==> src/hw/rtl/cmac_mic_pkg.sv <==
`timescale 1ns / 1ps
package cmac_mic_pkg;

  localparam logic [7:0] B0_TAG   = 8'h49;
  localparam logic [7:0] B0_FLAGS = 8'h0F;
  localparam logic [7:0] PAD_BYTE = 8'h80;
  localparam logic [7:0] DBL_POLY = 8'h87;
  localparam logic [7:0] XT_POLY  = 8'h1B;

  localparam logic [1:0] ST_OK       = 2'd0;
  localparam logic [1:0] ST_MISMATCH = 2'd1;
  localparam logic [1:0] ST_TOO_LONG = 2'd2;

  localparam logic REG_KEY_LOW  = 1'b0;
  localparam logic REG_KEY_HIGH = 1'b1;

  localparam int AES_ROUNDS = 10;

  typedef struct packed {
    logic load;
    logic key_start;
    logic sub_load;
    logic byte_take;
    logic abs_start;
    logic abs_store;
    logic fin_start;
    logic out_load;
  } cmac_cmd_t;

  typedef struct packed {
    logic first;
    logic has_byte;
    logic last;
    logic total_full;
    logic fill_full;
    logic aes_done;
    logic out_free;
  } cmac_stat_t;

  localparam logic [7:0] SBOX [256] = '{
    8'h63,8'h7c,8'h77,8'h7b,8'hf2,8'h6b,8'h6f,8'hc5,8'h30,8'h01,8'h67,8'h2b,8'hfe,8'hd7,8'hab,8'h76,
    8'hca,8'h82,8'hc9,8'h7d,8'hfa,8'h59,8'h47,8'hf0,8'had,8'hd4,8'ha2,8'haf,8'h9c,8'ha4,8'h72,8'hc0,
    8'hb7,8'hfd,8'h93,8'h26,8'h36,8'h3f,8'hf7,8'hcc,8'h34,8'ha5,8'he5,8'hf1,8'h71,8'hd8,8'h31,8'h15,
    8'h04,8'hc7,8'h23,8'hc3,8'h18,8'h96,8'h05,8'h9a,8'h07,8'h12,8'h80,8'he2,8'heb,8'h27,8'hb2,8'h75,
    8'h09,8'h83,8'h2c,8'h1a,8'h1b,8'h6e,8'h5a,8'ha0,8'h52,8'h3b,8'hd6,8'hb3,8'h29,8'he3,8'h2f,8'h84,
    8'h53,8'hd1,8'h00,8'hed,8'h20,8'hfc,8'hb1,8'h5b,8'h6a,8'hcb,8'hbe,8'h39,8'h4a,8'h4c,8'h58,8'hcf,
    8'hd0,8'hef,8'haa,8'hfb,8'h43,8'h4d,8'h33,8'h85,8'h45,8'hf9,8'h02,8'h7f,8'h50,8'h3c,8'h9f,8'ha8,
    8'h51,8'ha3,8'h40,8'h8f,8'h92,8'h9d,8'h38,8'hf5,8'hbc,8'hb6,8'hda,8'h21,8'h10,8'hff,8'hf3,8'hd2,
    8'hcd,8'h0c,8'h13,8'hec,8'h5f,8'h97,8'h44,8'h17,8'hc4,8'ha7,8'h7e,8'h3d,8'h64,8'h5d,8'h19,8'h73,
    8'h60,8'h81,8'h4f,8'hdc,8'h22,8'h2a,8'h90,8'h88,8'h46,8'hee,8'hb8,8'h14,8'hde,8'h5e,8'h0b,8'hdb,
    8'he0,8'h32,8'h3a,8'h0a,8'h49,8'h06,8'h24,8'h5c,8'hc2,8'hd3,8'hac,8'h62,8'h91,8'h95,8'he4,8'h79,
    8'he7,8'hc8,8'h37,8'h6d,8'h8d,8'hd5,8'h4e,8'ha9,8'h6c,8'h56,8'hf4,8'hea,8'h65,8'h7a,8'hae,8'h08,
    8'hba,8'h78,8'h25,8'h2e,8'h1c,8'ha6,8'hb4,8'hc6,8'he8,8'hdd,8'h74,8'h1f,8'h4b,8'hbd,8'h8b,8'h8a,
    8'h70,8'h3e,8'hb5,8'h66,8'h48,8'h03,8'hf6,8'h0e,8'h61,8'h35,8'h57,8'hb9,8'h86,8'hc1,8'h1d,8'h9e,
    8'he1,8'hf8,8'h98,8'h11,8'h69,8'hd9,8'h8e,8'h94,8'h9b,8'h1e,8'h87,8'he9,8'hce,8'h55,8'h28,8'hdf,
    8'h8c,8'ha1,8'h89,8'h0d,8'hbf,8'he6,8'h42,8'h68,8'h41,8'h99,8'h2d,8'h0f,8'hb0,8'h54,8'hbb,8'h16
  };

  function automatic logic [7:0] sbox(input logic [7:0] a);
    return SBOX[a];
  endfunction

  function automatic logic [7:0] xt(input logic [7:0] a);
    return {a[6:0], 1'b0} ^ (a[7] ? XT_POLY : 8'h00);
  endfunction

  function automatic logic [7:0] rcon(input logic [3:0] rnd);
    logic [7:0] r;
    unique case (rnd)
      4'd1:    r = 8'h01;
      4'd2:    r = 8'h02;
      4'd3:    r = 8'h04;
      4'd4:    r = 8'h08;
      4'd5:    r = 8'h10;
      4'd6:    r = 8'h20;
      4'd7:    r = 8'h40;
      4'd8:    r = 8'h80;
      4'd9:    r = 8'h1b;
      4'd10:   r = 8'h36;
      default: r = 8'h00;
    endcase
    return r;
  endfunction

  // byte i of a block sits at bits 8i+7:8i
  function automatic logic [127:0] key_next(input logic [127:0] rk, input logic [7:0] rc);
    logic [31:0] t;
    logic [31:0] w0, w1, w2, w3;
    t  = {sbox(rk[103:96]), sbox(rk[127:120]), sbox(rk[119:112]), sbox(rk[111:104]) ^ rc};
    w0 = rk[31:0] ^ t;
    w1 = rk[63:32] ^ w0;
    w2 = rk[95:64] ^ w1;
    w3 = rk[127:96] ^ w2;
    return {w3, w2, w1, w0};
  endfunction

  function automatic logic [127:0] aes_round(input logic [127:0] s, input logic fin);
    logic [7:0] sb [16];
    logic [7:0] t [16];
    logic [7:0] a0, a1, a2, a3, all;
    logic [127:0] r;
    for (int i = 0; i < 16; i++) sb[i] = sbox(s[8*i +: 8]);
    for (int c = 0; c < 4; c++)
      for (int w = 0; w < 4; w++)
        t[c*4 + w] = sb[((c + w) & 3) * 4 + w];
    for (int c = 0; c < 4; c++) begin
      a0  = t[c*4];
      a1  = t[c*4 + 1];
      a2  = t[c*4 + 2];
      a3  = t[c*4 + 3];
      all = a0 ^ a1 ^ a2 ^ a3;
      if (fin) begin
        r[32*c +: 32] = {a3, a2, a1, a0};
      end else begin
        r[32*c +: 32] = {a3 ^ all ^ xt(a3 ^ a0), a2 ^ all ^ xt(a2 ^ a3),
                         a1 ^ all ^ xt(a1 ^ a2), a0 ^ all ^ xt(a0 ^ a1)};
      end
    end
    return r;
  endfunction

  // CMAC doubling, byte 0 is the most significant
  function automatic logic [127:0] dbl(input logic [127:0] a);
    logic [127:0] r;
    for (int i = 0; i < 15; i++) r[8*i +: 8] = {a[8*i +: 7], a[8*(i+1) + 7]};
    r[127:120] = {a[126:120], 1'b0} ^ (a[7] ? DBL_POLY : 8'h00);
    return r;
  endfunction

endpackage

==> src/hw/rtl/cmac_mic_ctrl.sv <==
`timescale 1ns / 1ps
module cmac_mic_ctrl (
  input  logic                    clk,
  input  logic                    rst,
  input  logic                    s_tvalid,
  output logic                    s_tready,
  input  cmac_mic_pkg::cmac_stat_t stat,
  output cmac_mic_pkg::cmac_cmd_t  cmd
);
  import cmac_mic_pkg::*;

  localparam logic [2:0] S_IDLE  = 3'd0;
  localparam logic [2:0] S_HEAD  = 3'd1;
  localparam logic [2:0] S_KEY   = 3'd2;
  localparam logic [2:0] S_BYTE  = 3'd3;
  localparam logic [2:0] S_ABS   = 3'd4;
  localparam logic [2:0] S_FINGO = 3'd5;
  localparam logic [2:0] S_FIN   = 3'd6;
  localparam logic [2:0] S_OUT   = 3'd7;

  logic [2:0] state;
  logic [2:0] state_next;

  // no transfer is taken while reset is held
  assign s_tready = (state == S_IDLE) && !rst;

  always_comb begin
    cmd        = '0;
    state_next = state;
    unique case (state)
      S_IDLE: begin
        if (s_tvalid && s_tready) begin
          cmd.load   = 1'b1;
          state_next = S_HEAD;
        end
      end
      S_HEAD: begin
        if (stat.first) begin
          cmd.key_start = 1'b1;
          state_next    = S_KEY;
        end else begin
          state_next = S_BYTE;
        end
      end
      S_KEY: begin
        if (stat.aes_done) begin
          cmd.sub_load = 1'b1;
          state_next   = S_BYTE;
        end
      end
      S_BYTE: begin
        if (stat.has_byte && !stat.total_full && stat.fill_full) begin
          cmd.abs_start = 1'b1;
          state_next    = S_ABS;
        end else begin
          cmd.byte_take = 1'b1;
          state_next    = stat.last ? S_FINGO : S_IDLE;
        end
      end
      S_ABS: begin
        if (stat.aes_done) begin
          cmd.abs_store = 1'b1;
          state_next    = S_BYTE;
        end
      end
      S_FINGO: begin
        cmd.fin_start = 1'b1;
        state_next    = S_FIN;
      end
      S_FIN: begin
        if (stat.aes_done) state_next = S_OUT;
      end
      S_OUT: begin
        if (stat.out_free) begin
          cmd.out_load = 1'b1;
          state_next   = S_IDLE;
        end
      end
      default: state_next = S_IDLE;
    endcase
  end

  always_ff @(posedge clk) begin
    if (rst) state <= S_IDLE;
    else     state <= state_next;
  end

endmodule

==> config.mk <==
export PLATFORM = sky130hd
export DESIGN_NAME = cmac_mic_ctrl
export DESIGN_NICKNAME = d
export VERILOG_FILES = /design/src/hw/rtl/cmac_mic_pkg.sv /design/src/hw/rtl/cmac_mic_ctrl.sv
export SDC_FILE = /design/constraint.sdc
export NUM_CORES = 1
export LEC_CHECK = 0
export ABC_AREA = 0
export BUFFER_PORTS_ARGS = -buffer_cell sky130_fd_sc_hd__buf_4
export CAP_MARGIN = 20
export CORE_AREA = 8 8 45 47
export DETAILED_ROUTE_END_ITERATION = 7
export DIE_AREA = 0 0 53 55
export GPL_TIMING_DRIVEN = 0
export PLACE_DENSITY_LB_ADDON = 0.3
export SYNTH_ARGS = -nofsm -noshare
export SYNTH_HDL_FRONTEND = slang
export SYNTH_SLANG_ARGS = --single-unit
==> constraint.sdc <==
create_clock -name clk -period 1.8 [get_ports clk]
set_input_delay 0.09 -clock clk [delete_from_list [all_inputs] [get_ports clk]]
set_output_delay 0.09 -clock clk [all_outputs]
set_load 0.05 [all_outputs]
Yosys cells after proc, flatten, opt, wreduce, memory -nomap -nowiden. Cells that the tools add are included.

Flip-flop bits (word level): 3. Bits of input ports: 10. Output and inout port bits: 9. Logic and storage cells: 42.

Eq/ne operators: 11. Multiplexer cells: 21. Reductions and logical operators: 9.

Operators by type and width (count): $pmux 3 s7 (1); $mux 3 (6); $mux 1 (13); $eq 3x3->1 const B (4); $eq 3x2->1 const B (2); $logic_and 1x1->1 (4); $ne 2x1->1 const B (2); $ne 2x2->1 const B (2); $reduce_and 4->1 (1); $eq 3x1->1 const B (1); $logic_not 3->1 (1); $logic_not 1->1 (2); $mux 2 (1); $reduce_or 2->1 (1).

Logic depth before layout (Yosys ltp). Gate-level depths: netlist of run 1.

Depth after elaboration: 5. Gate-level depth with buffers: 4. Depth with buffers taken out: 3.

Least setup slack after synthesis of run 1. OpenSTA, ideal clock, no wires.

Path type: register to output. From: register state[0]. To: output port cmd[2] (netlist name). Arrival time: 2.140 ns. Required time: 1.710 ns. Path slack: -0.430 ns. Cell stages (with the launch flop): 4. Path buffers: 2. Cell sequence: dfxtp_1 > buf_4 > buf_2 > nor4bb_1.

RTL lines: start: declaration (line cmac_mic_ctrl.sv:21) `logic [2:0] state;`; start signal: assignment (line cmac_mic_ctrl.sv:85) `else state <= state_next;`; end: declaration (line cmac_mic_ctrl.sv:8) `output cmac_mic_pkg::cmac_cmd_t cmd`.

==> impl_results.rst, run 1 <==
.. list-table::
   :header-rows: 1

   * - Metric
     - Value
   * - Aggregate negative setup slack
     - 0 ns
   * - Total length of routed wires
     - around 980 microns
   * - Max Transition Viols Final
     - 0
   * - Synth top area cells
     - sky130_fd_sc_hd__dfxtp_1, sky130_fd_sc_hd__buf_6, sky130_fd_sc_hd__nor4_4, sky130_fd_sc_hd__a21oi_1, sky130_fd_sc_hd__and4b_1
   * - Total iterations of the first detailed-routing run
     - 4
   * - Total clock buffers created by CTS
     - 3
   * - Average instance area after synthesis
     - 8.351 sq um
   * - Initial Utilization
     - about a quarter
   * - Hold violation total from the final report
     - 0
   * - Global route overflow
     - 0
   * - Worst-Skew Late Latency
     - ~0.24 ns
   * - Worst ir drop on vdd
     - between 200 and 250 uV
   * - Number of distinct standard cells referenced by the synthesized netlist
     - 28
   * - Die X-Extent
     - 53 microns
   * - Number of antenna violations at the first check in global routing
     - 0
   * - Upper clock frequency limit
     - about 680 MHz
   * - Vias in the first global route
     - around 350
   * - Post-synthesis mux area share
     - 0%
   * - Type of the worst min-delay path
     - input pin to register
   * - CP Data Arrival Time
     - approximately 1.4 ns
   * - Placed wire-length estimate after detailed placement
     - 761.4 microns
   * - Register with the most flip-flops
     - state
   * - Compound-cell area share of the yosys netlist
     - 23.34%
   * - Flip-flop count of the largest register after layout
     - 3
   * - Post_cts resized
     - 0
   * - Net Count, Synth
     - 53
   * - # setup viols final
     - 0
   * - Antenna diodes
     - 0
   * - Top cell type's share of synthesized area
     - ~17%
   * - Main combinational cell family by area after synthesis
     - simple AND/OR/NAND/NOR gates
   * - P per Cell Area
     - ~800 nW/um^2
   * - Final critical-path required period
     - 1.475 ns
   * - Setup repair after global routing missed its margin
     - false
   * - Number of instances in the placed design
     - 77
   * - Number of vias in the routed layout
     - ~400
   * - Row Count
     - 14
   * - Height of the chip
     - around 55 microns
   * - CTS sink cnt
     - 3
   * - Count of input and output buffers
     - 18
   * - Clock-pin slew on the worst setup and hold paths
     - around 0.04 ns
   * - Core Area
     - between 1000 and 1500 sq um
   * - Clock skew after layout
     - about 0.0053 ns
   * - Number of max-cap violations
     - 0
   * - Final-stage net count
     - 76
   * - Least-Margin Pin Slew
     - between 0.2 and 0.3 ns
   * - Largest regs
     - state (3)
   * - Average wire per standard cell
     - 12.15 microns
   * - Global-route wire length before repair
     - around 1.5 mm
   * - Post-synthesis instance total
     - 43
   * - Largest area contributor in the netlist
     - sky130_fd_sc_hd__dfxtp_1
   * - Element type at the critical path start
     - register
   * - Synth Area in Adders
     - 0%
   * - YS warnings
     - 0
   * - Average via count per standard cell
     - 4.889
   * - Clk root buf
     - sky130_fd_sc_hd__clkbuf_4
   * - Critical Path RT
     - 1.71 ns
   * - CTS H-tree lvls
     - 1
   * - Largest fanout on the critical path
     - 10
   * - Leakage power total
     - around 0.00025 uW
   * - Simple-Gate Fraction of Synth Area
     - a little under half
   * - Sequential area share after synthesis
     - ~17%
   * - Type of the worst setup path
     - register to output port
   * - Fraction of synthesized cell area in xor and xnor cells
     - ~2.4%
   * - Routability congestion estimate from global placement
     - a little under 0.8
   * - Post-route antenna net violation count
     - 0
   * - Pin count of the biggest net entering global routing
     - 11
   * - Share of the clock period used by the worst path
     - between 80% and 90%
   * - Number of buffers added to fix hold violations after cts
     - 0
   * - Layout area overhead
     - 53.66%
   * - Max Buffers Root-to-Sink
     - 2
   * - Buffers inserted by post-CTS timing repair
     - 0
   * - Register bit total from synthesis
     - 3
   * - Sort of element at the end of the critical path
     - output port
   * - Total global-route track usage
     - 6.710%
   * - Fraction of layout instances using a drive strength above 1
     - 49.23%
   * - DR iter-0 viols
     - 7
   * - Non-Filler Instances
     - 81
   * - Remaining max-slew budget at the tightest pin
     - 82.42%
   * - DIE AREA
     - about 2900 sq um
   * - Boundary pin count
     - 19
   * - Cell area after synthesis
     - between 300 and 400 sq um
   * - Drt drc
     - 0
   * - TritonCTS clock tree
     - done
   * - Status
     - completed
[synthesized netlist by cell type (all sizes together)]
cell / n
a21oi: 4
nand2: 4
nand3b: 1
a311oi: 2
a31o: 1
and2: 1
and3b: 1
or3: 1
nor4: 1
nand2b: 3
o32ai: 1
and3: 1
nor2: 4
buf: 4
nor4bb: 1
xor2: 1
o21bai: 1
nor3: 2
and2b: 1
dfxtp: 3
a211oi: 1
nor2b: 1
and4b: 2
nand3: 1
[path summary, 6_finish.rpt]
check / endpoint / slack [ns] / startpoint / depth (start not counted)
worst max-delay path: cmd[2] / 0.32 / state[0] / 4
worst min-delay path: state[1] / 0.07 / rst / 2
worst max register to register: state[2] / 0.66 / state[1] / 4
worst min register to register: state[1] / 0.61 / state[2] / 2
[layout make-up]
cell class	instances	area (sq um)
Multi-Input combinational cell	36	275.3
Fill cell	153	832.0
Buffer	4	35.03
Clock buffer	4	26.28
Tap cell	16	20.02
Sequential cell	3	60.06
Timing Repair Buffer	18	135.1
[per-stage QoR]
step,instance area [sq um],total power (uW),hold slack [ns],worst slack (ns),util [%]
floorplan,370.4,258.2,0.1621,0.02458,-
finish,551.8,438.8,0.06927,0.3248,39.87
CTS,551.8,444.4,0.06680,0.3118,39.87
global placement,525.5,319.4,0.3208,0.5665,37.97
global route,551.8,468.7,0.06248,0.2390,39.87
detailed placement,525.5,319.4,0.3199,0.5656,37.97
[routing by layer]
| metal | share of wire, % | global-route usage (%) |
|---|---|---|
| met4 | 2.1 | 5.172 |
| met5 | 0 | 0 |
| met1 | 44 | 6.505 |
| met2 | 43 | 11.33 |
| met3 | 10 | 2.674 |
[power breakdown]
part           switching [uW]  internal (uW)
Clock                    38.5           83.3
Combinational             134           95.4
Sequential               10.6           76.8
Total                     183            256
[logic make-up (layout without fill, tap and decap cells)]
family,after synthesis,in the layout
compound gates,10,10
xor+xnor,1,1
buf+inv,4,26
flops,3,3
simple gates,25,25
[critical path, stage by stage, from the launching register on]
cell and delay (ns):
sky130_fd_sc_hd__dfxtp_1 0.29, sky130_fd_sc_hd__buf_4 0.15, sky130_fd_sc_hd__buf_2 0.18, sky130_fd_sc_hd__nor4bb_2 0.28
sky130_fd_sc_hd__buf_4 0.24
[placed cells by master (no fill, tap or decap), types with 2 or more instances in the layout]
master / instances
sky130_fd_sc_hd__nor2_1: 4
sky130_fd_sc_hd__and4b_1: 2
sky130_fd_sc_hd__nand2_1: 4
sky130_fd_sc_hd__dfxtp_1: 3
sky130_fd_sc_hd__buf_6: 2
sky130_fd_sc_hd__nand2b_1: 3
sky130_fd_sc_hd__clkbuf_4: 3
sky130_fd_sc_hd__nor3_2: 2
sky130_fd_sc_hd__a21oi_1: 4
sky130_fd_sc_hd__buf_4: 19
Power figures use the tool's default switching activity.
==> run 2, diff against run 1 <==
clock period = 1.5 ns   (was 1.8 ns; I/O delays follow)
==> run 2 against run 1 <==
Clock power grew 15%. First-iteration DRC count decreased by 71%. Register-to-register slack lost 0.29 ns. Total power rose by 22%. Flip-flop and latch count is the same. Final area increased by 3.9%. Final cell count did not move. Global-route usage is 0.22 points higher.
==> impl_results.rst, run 2 (same netlist as run 1, synthesis figures left out) <==
.. list-table::
   :header-rows: 1

   * - Metric
     - Value
   * - Sw Ratio
     - 40.90% (-0.86 points)
   * - Fillcell total
     - 152 (-0.65%)
   * - Total clock buffers created by CTS
     - 3 (unchanged)
   * - # setup viols final
     - 0 (unchanged)
   * - Type of the worst setup path
     - register to output port
   * - Drt drc
     - 0 (unchanged)
   * - Vias in the first global route
     - 377 (+6.8%)
   * - Critical Path RT
     - 1.42 ns (-0.29 ns)
   * - Global-route wire length before repair
     - 1.552 mm (+4.7%)
   * - Average wire per standard cell
     - 12.07 microns (-0.61%)
   * - Total length of routed wires
     - 978 microns (-0.61%)
   * - Max Transition Viols Final
     - 0 (unchanged)
   * - Leading cell type in the layout, fill and taps excluded
     - sky130_fd_sc_hd__buf_4
   * - Routability congestion estimate from global placement
     - 0.7692 (-0.58%)
   * - Status
     - completed
   * - Buffers plus inverters on the worst setup path
     - 3 (unchanged)
   * - Height of the chip
     - 55 microns (unchanged)
   * - Total global-route track usage
     - 6.929% (+0.22 points)
   * - Average via count per standard cell
     - 4.901 (+0.25%)
   * - Clock power share
     - 26.0% (-1.8 points)
   * - Clock-pin slew on the worst setup and hold paths
     - 0.04 ns (about the same)
   * - Cell-internal power
     - 317.3 uW (+24%)
   * - Flip-flop count of the largest register after layout
     - 3 (unchanged)
   * - Number of antenna violations at the first check in global routing
     - 0 (unchanged)
   * - Clock skew after layout
     - 0.001081 ns (-0.004256 ns)
   * - Worst setup timing slack at the placement stage
     - 0.3049 ns (-0.2607 ns)
   * - Sequential share of power
     - 19.8% (about the same)
   * - Boundary pin count
     - 19 (unchanged)
   * - CTS sink cnt
     - 3 (unchanged)
   * - Worst-Skew Late Latency
     - 0.23 ns (about the same)
   * - Total iterations of the first detailed-routing run
     - 3 (-1)
   * - Setup repair after global routing missed its margin
     - false
   * - Post-route antenna net violation count
     - 0 (unchanged)
   * - P per Cell Area
     - 937.1 nW/um^2 (+18%)
   * - Placed wire-length estimate after detailed placement
     - 768.3 microns (+0.91%)
   * - Fin area
     - 573.1 sq um (+3.9%)
   * - Hold violation total from the final report
     - 0 (unchanged)
   * - Layout area overhead
     - 59.58%
   * - CTS H-tree lvls
     - 1 (unchanged)
   * - Worst ir drop on vdd
     - 316.5 uV (+27%)
   * - Total power after layout
     - 537.0 uW (+22%)
   * - Row Count
     - 14 (unchanged)
   * - Post-placement cell area
     - 531.8 sq um (+1.2%)
   * - Least-Margin Pin Slew
     - 0.2580 ns (-0.005322 ns)
   * - NetSw
     - 219.6 uW (+20%)
   * - Share of the clock period used by the worst path
     - between 90% and 100%
   * - Fraction of layout instances using a drive strength above 1
     - 50.77% (+1.5 points)
   * - Worst-path cell chain
     - buf_6 > clkbuf_4 > nor4bb_4 > buf_4
   * - Share of the core filled with cells
     - 41.41% (+1.5 points)
   * - TritonCTS clock tree
     - done
   * - Antenna diodes
     - 0 (unchanged)
   * - Clk root buf
     - sky130_fd_sc_hd__clkbuf_4
   * - Global route overflow
     - 0 (unchanged)
   * - Max Buffers Root-to-Sink
     - 2 (unchanged)
   * - Upper clock frequency limit
     - between 700 and 800 MHz
   * - Die X-Extent
     - 53 microns (unchanged)
   * - Cell with the biggest individual delay on the critical path
     - sky130_fd_sc_hd__dfxtp_1
   * - Register with the most flip-flops
     - state
   * - Leakage power total
     - 0.0002565 uW (+2.2%)
   * - Final critical-path required period
     - approximately 1.4 ns
   * - DR iter-0 viols
     - 2 (-5)
   * - Setup slack of the critical path after layout
     - 0.09650 ns (-0.2283 ns)
   * - Largest fanout on the critical path
     - 10 (unchanged)
   * - Count of input and output buffers
     - 18 (unchanged)
   * - Buffers inserted by post-CTS timing repair
     - 0 (unchanged)
   * - Type of the worst min-delay path
     - input pin to register
   * - CP Data Arrival Time
     - 1.33 ns (-0.06 ns)
   * - DIE AREA
     - 2915 sq um (unchanged)
   * - Crit-path leading delay family
     - buffers and inverters
   * - Element type at the critical path start
     - register
   * - Final-stage net count
     - 76 (unchanged)
   * - Remaining max-slew budget at the tightest pin
     - 82.77% (+0.36 points)
   * - Largest incremental delay on the critical path
     - 0.30 ns (about the same)
   * - Pin count of the biggest net entering global routing
     - 11 (unchanged)
   * - Number of vias in the routed layout
     - 397 (+0.25%)
   * - Initial Utilization
     - 25.95% (unchanged)
   * - Number of max-cap violations
     - 0 (unchanged)
   * - Largest regs
     - state (3)
   * - Sort of element at the end of the critical path
     - output port
   * - Core Area
     - 1384 sq um (unchanged)
   * - Gate power share
     - 54.2% (+1.9 points)
run 2: cell types whose count changed in the layout (fill, tap and decap cells not counted):
cell,delta
sky130_fd_sc_hd__nor4bb_2,-1
sky130_fd_sc_hd__nor4bb_4,+1
sky130_fd_sc_hd__and2_1,-1
sky130_fd_sc_hd__buf_2,-1
sky130_fd_sc_hd__buf_4,-2
sky130_fd_sc_hd__clkbuf_4,+1
sky130_fd_sc_hd__buf_6,+2
sky130_fd_sc_hd__and2_4,+1
run 2: path summary, 6_finish.rpt:
kind             from  endpoint  slack (ns)  cells after the start
max          state[0]    cmd[2]         0.1                      4
min               rst  state[1]        0.07                      2
max reg2reg  state[1]  state[2]        0.37                      4
min reg2reg  state[2]  state[1]        0.61                      2
run 2: cell type report:
class                   count  area (sq um)  share of cell area (%)
multi-input cells          36         286.5                   50.00
repair buffers             18         138.9                   24.24
flip-flops and latches      3         60.06                   10.48
plain buffers               4         41.29                   7.205
clock buffers               4         26.28                   4.585
well taps                  16         20.02                   3.493
run 2: per-stage QoR:
stage                     setup TNS [ns]  hold slack, ns  std cells
after floorplan                  -0.2306          0.1471         43
after global placement                 0          0.3061         77
after detailed placement               0          0.3032         77
after CTS                              0         0.05749         81
after global routing                   0         0.05711         81
final                                  0         0.06633         81
run 2: metal layers:
layer  share of wire [%]  track usage (%)
met1                  43            6.505
met2                  44            11.91
met3                  13            5.348
met4                   0            1.293
met5                   0                0
run 2: power groups by stage:
stage / combinational (uW) / sequential (uW) / clock, uW
5_1_grt: 312 / 108 / 155
6_report: 291 / 106 / 140
4_1_cts: 284 / 106 / 146
2_1_floorplan: 213 / 103 / 0
3_5_place_dp: 284 / 108 / 0
3_3_place_gp: 283 / 108 / 0
run 2: repair_timing:
action,in CTS,in global routing
hold buffers,0,0
gates resized for setup,0,3
setup endpoints to repair,0,1
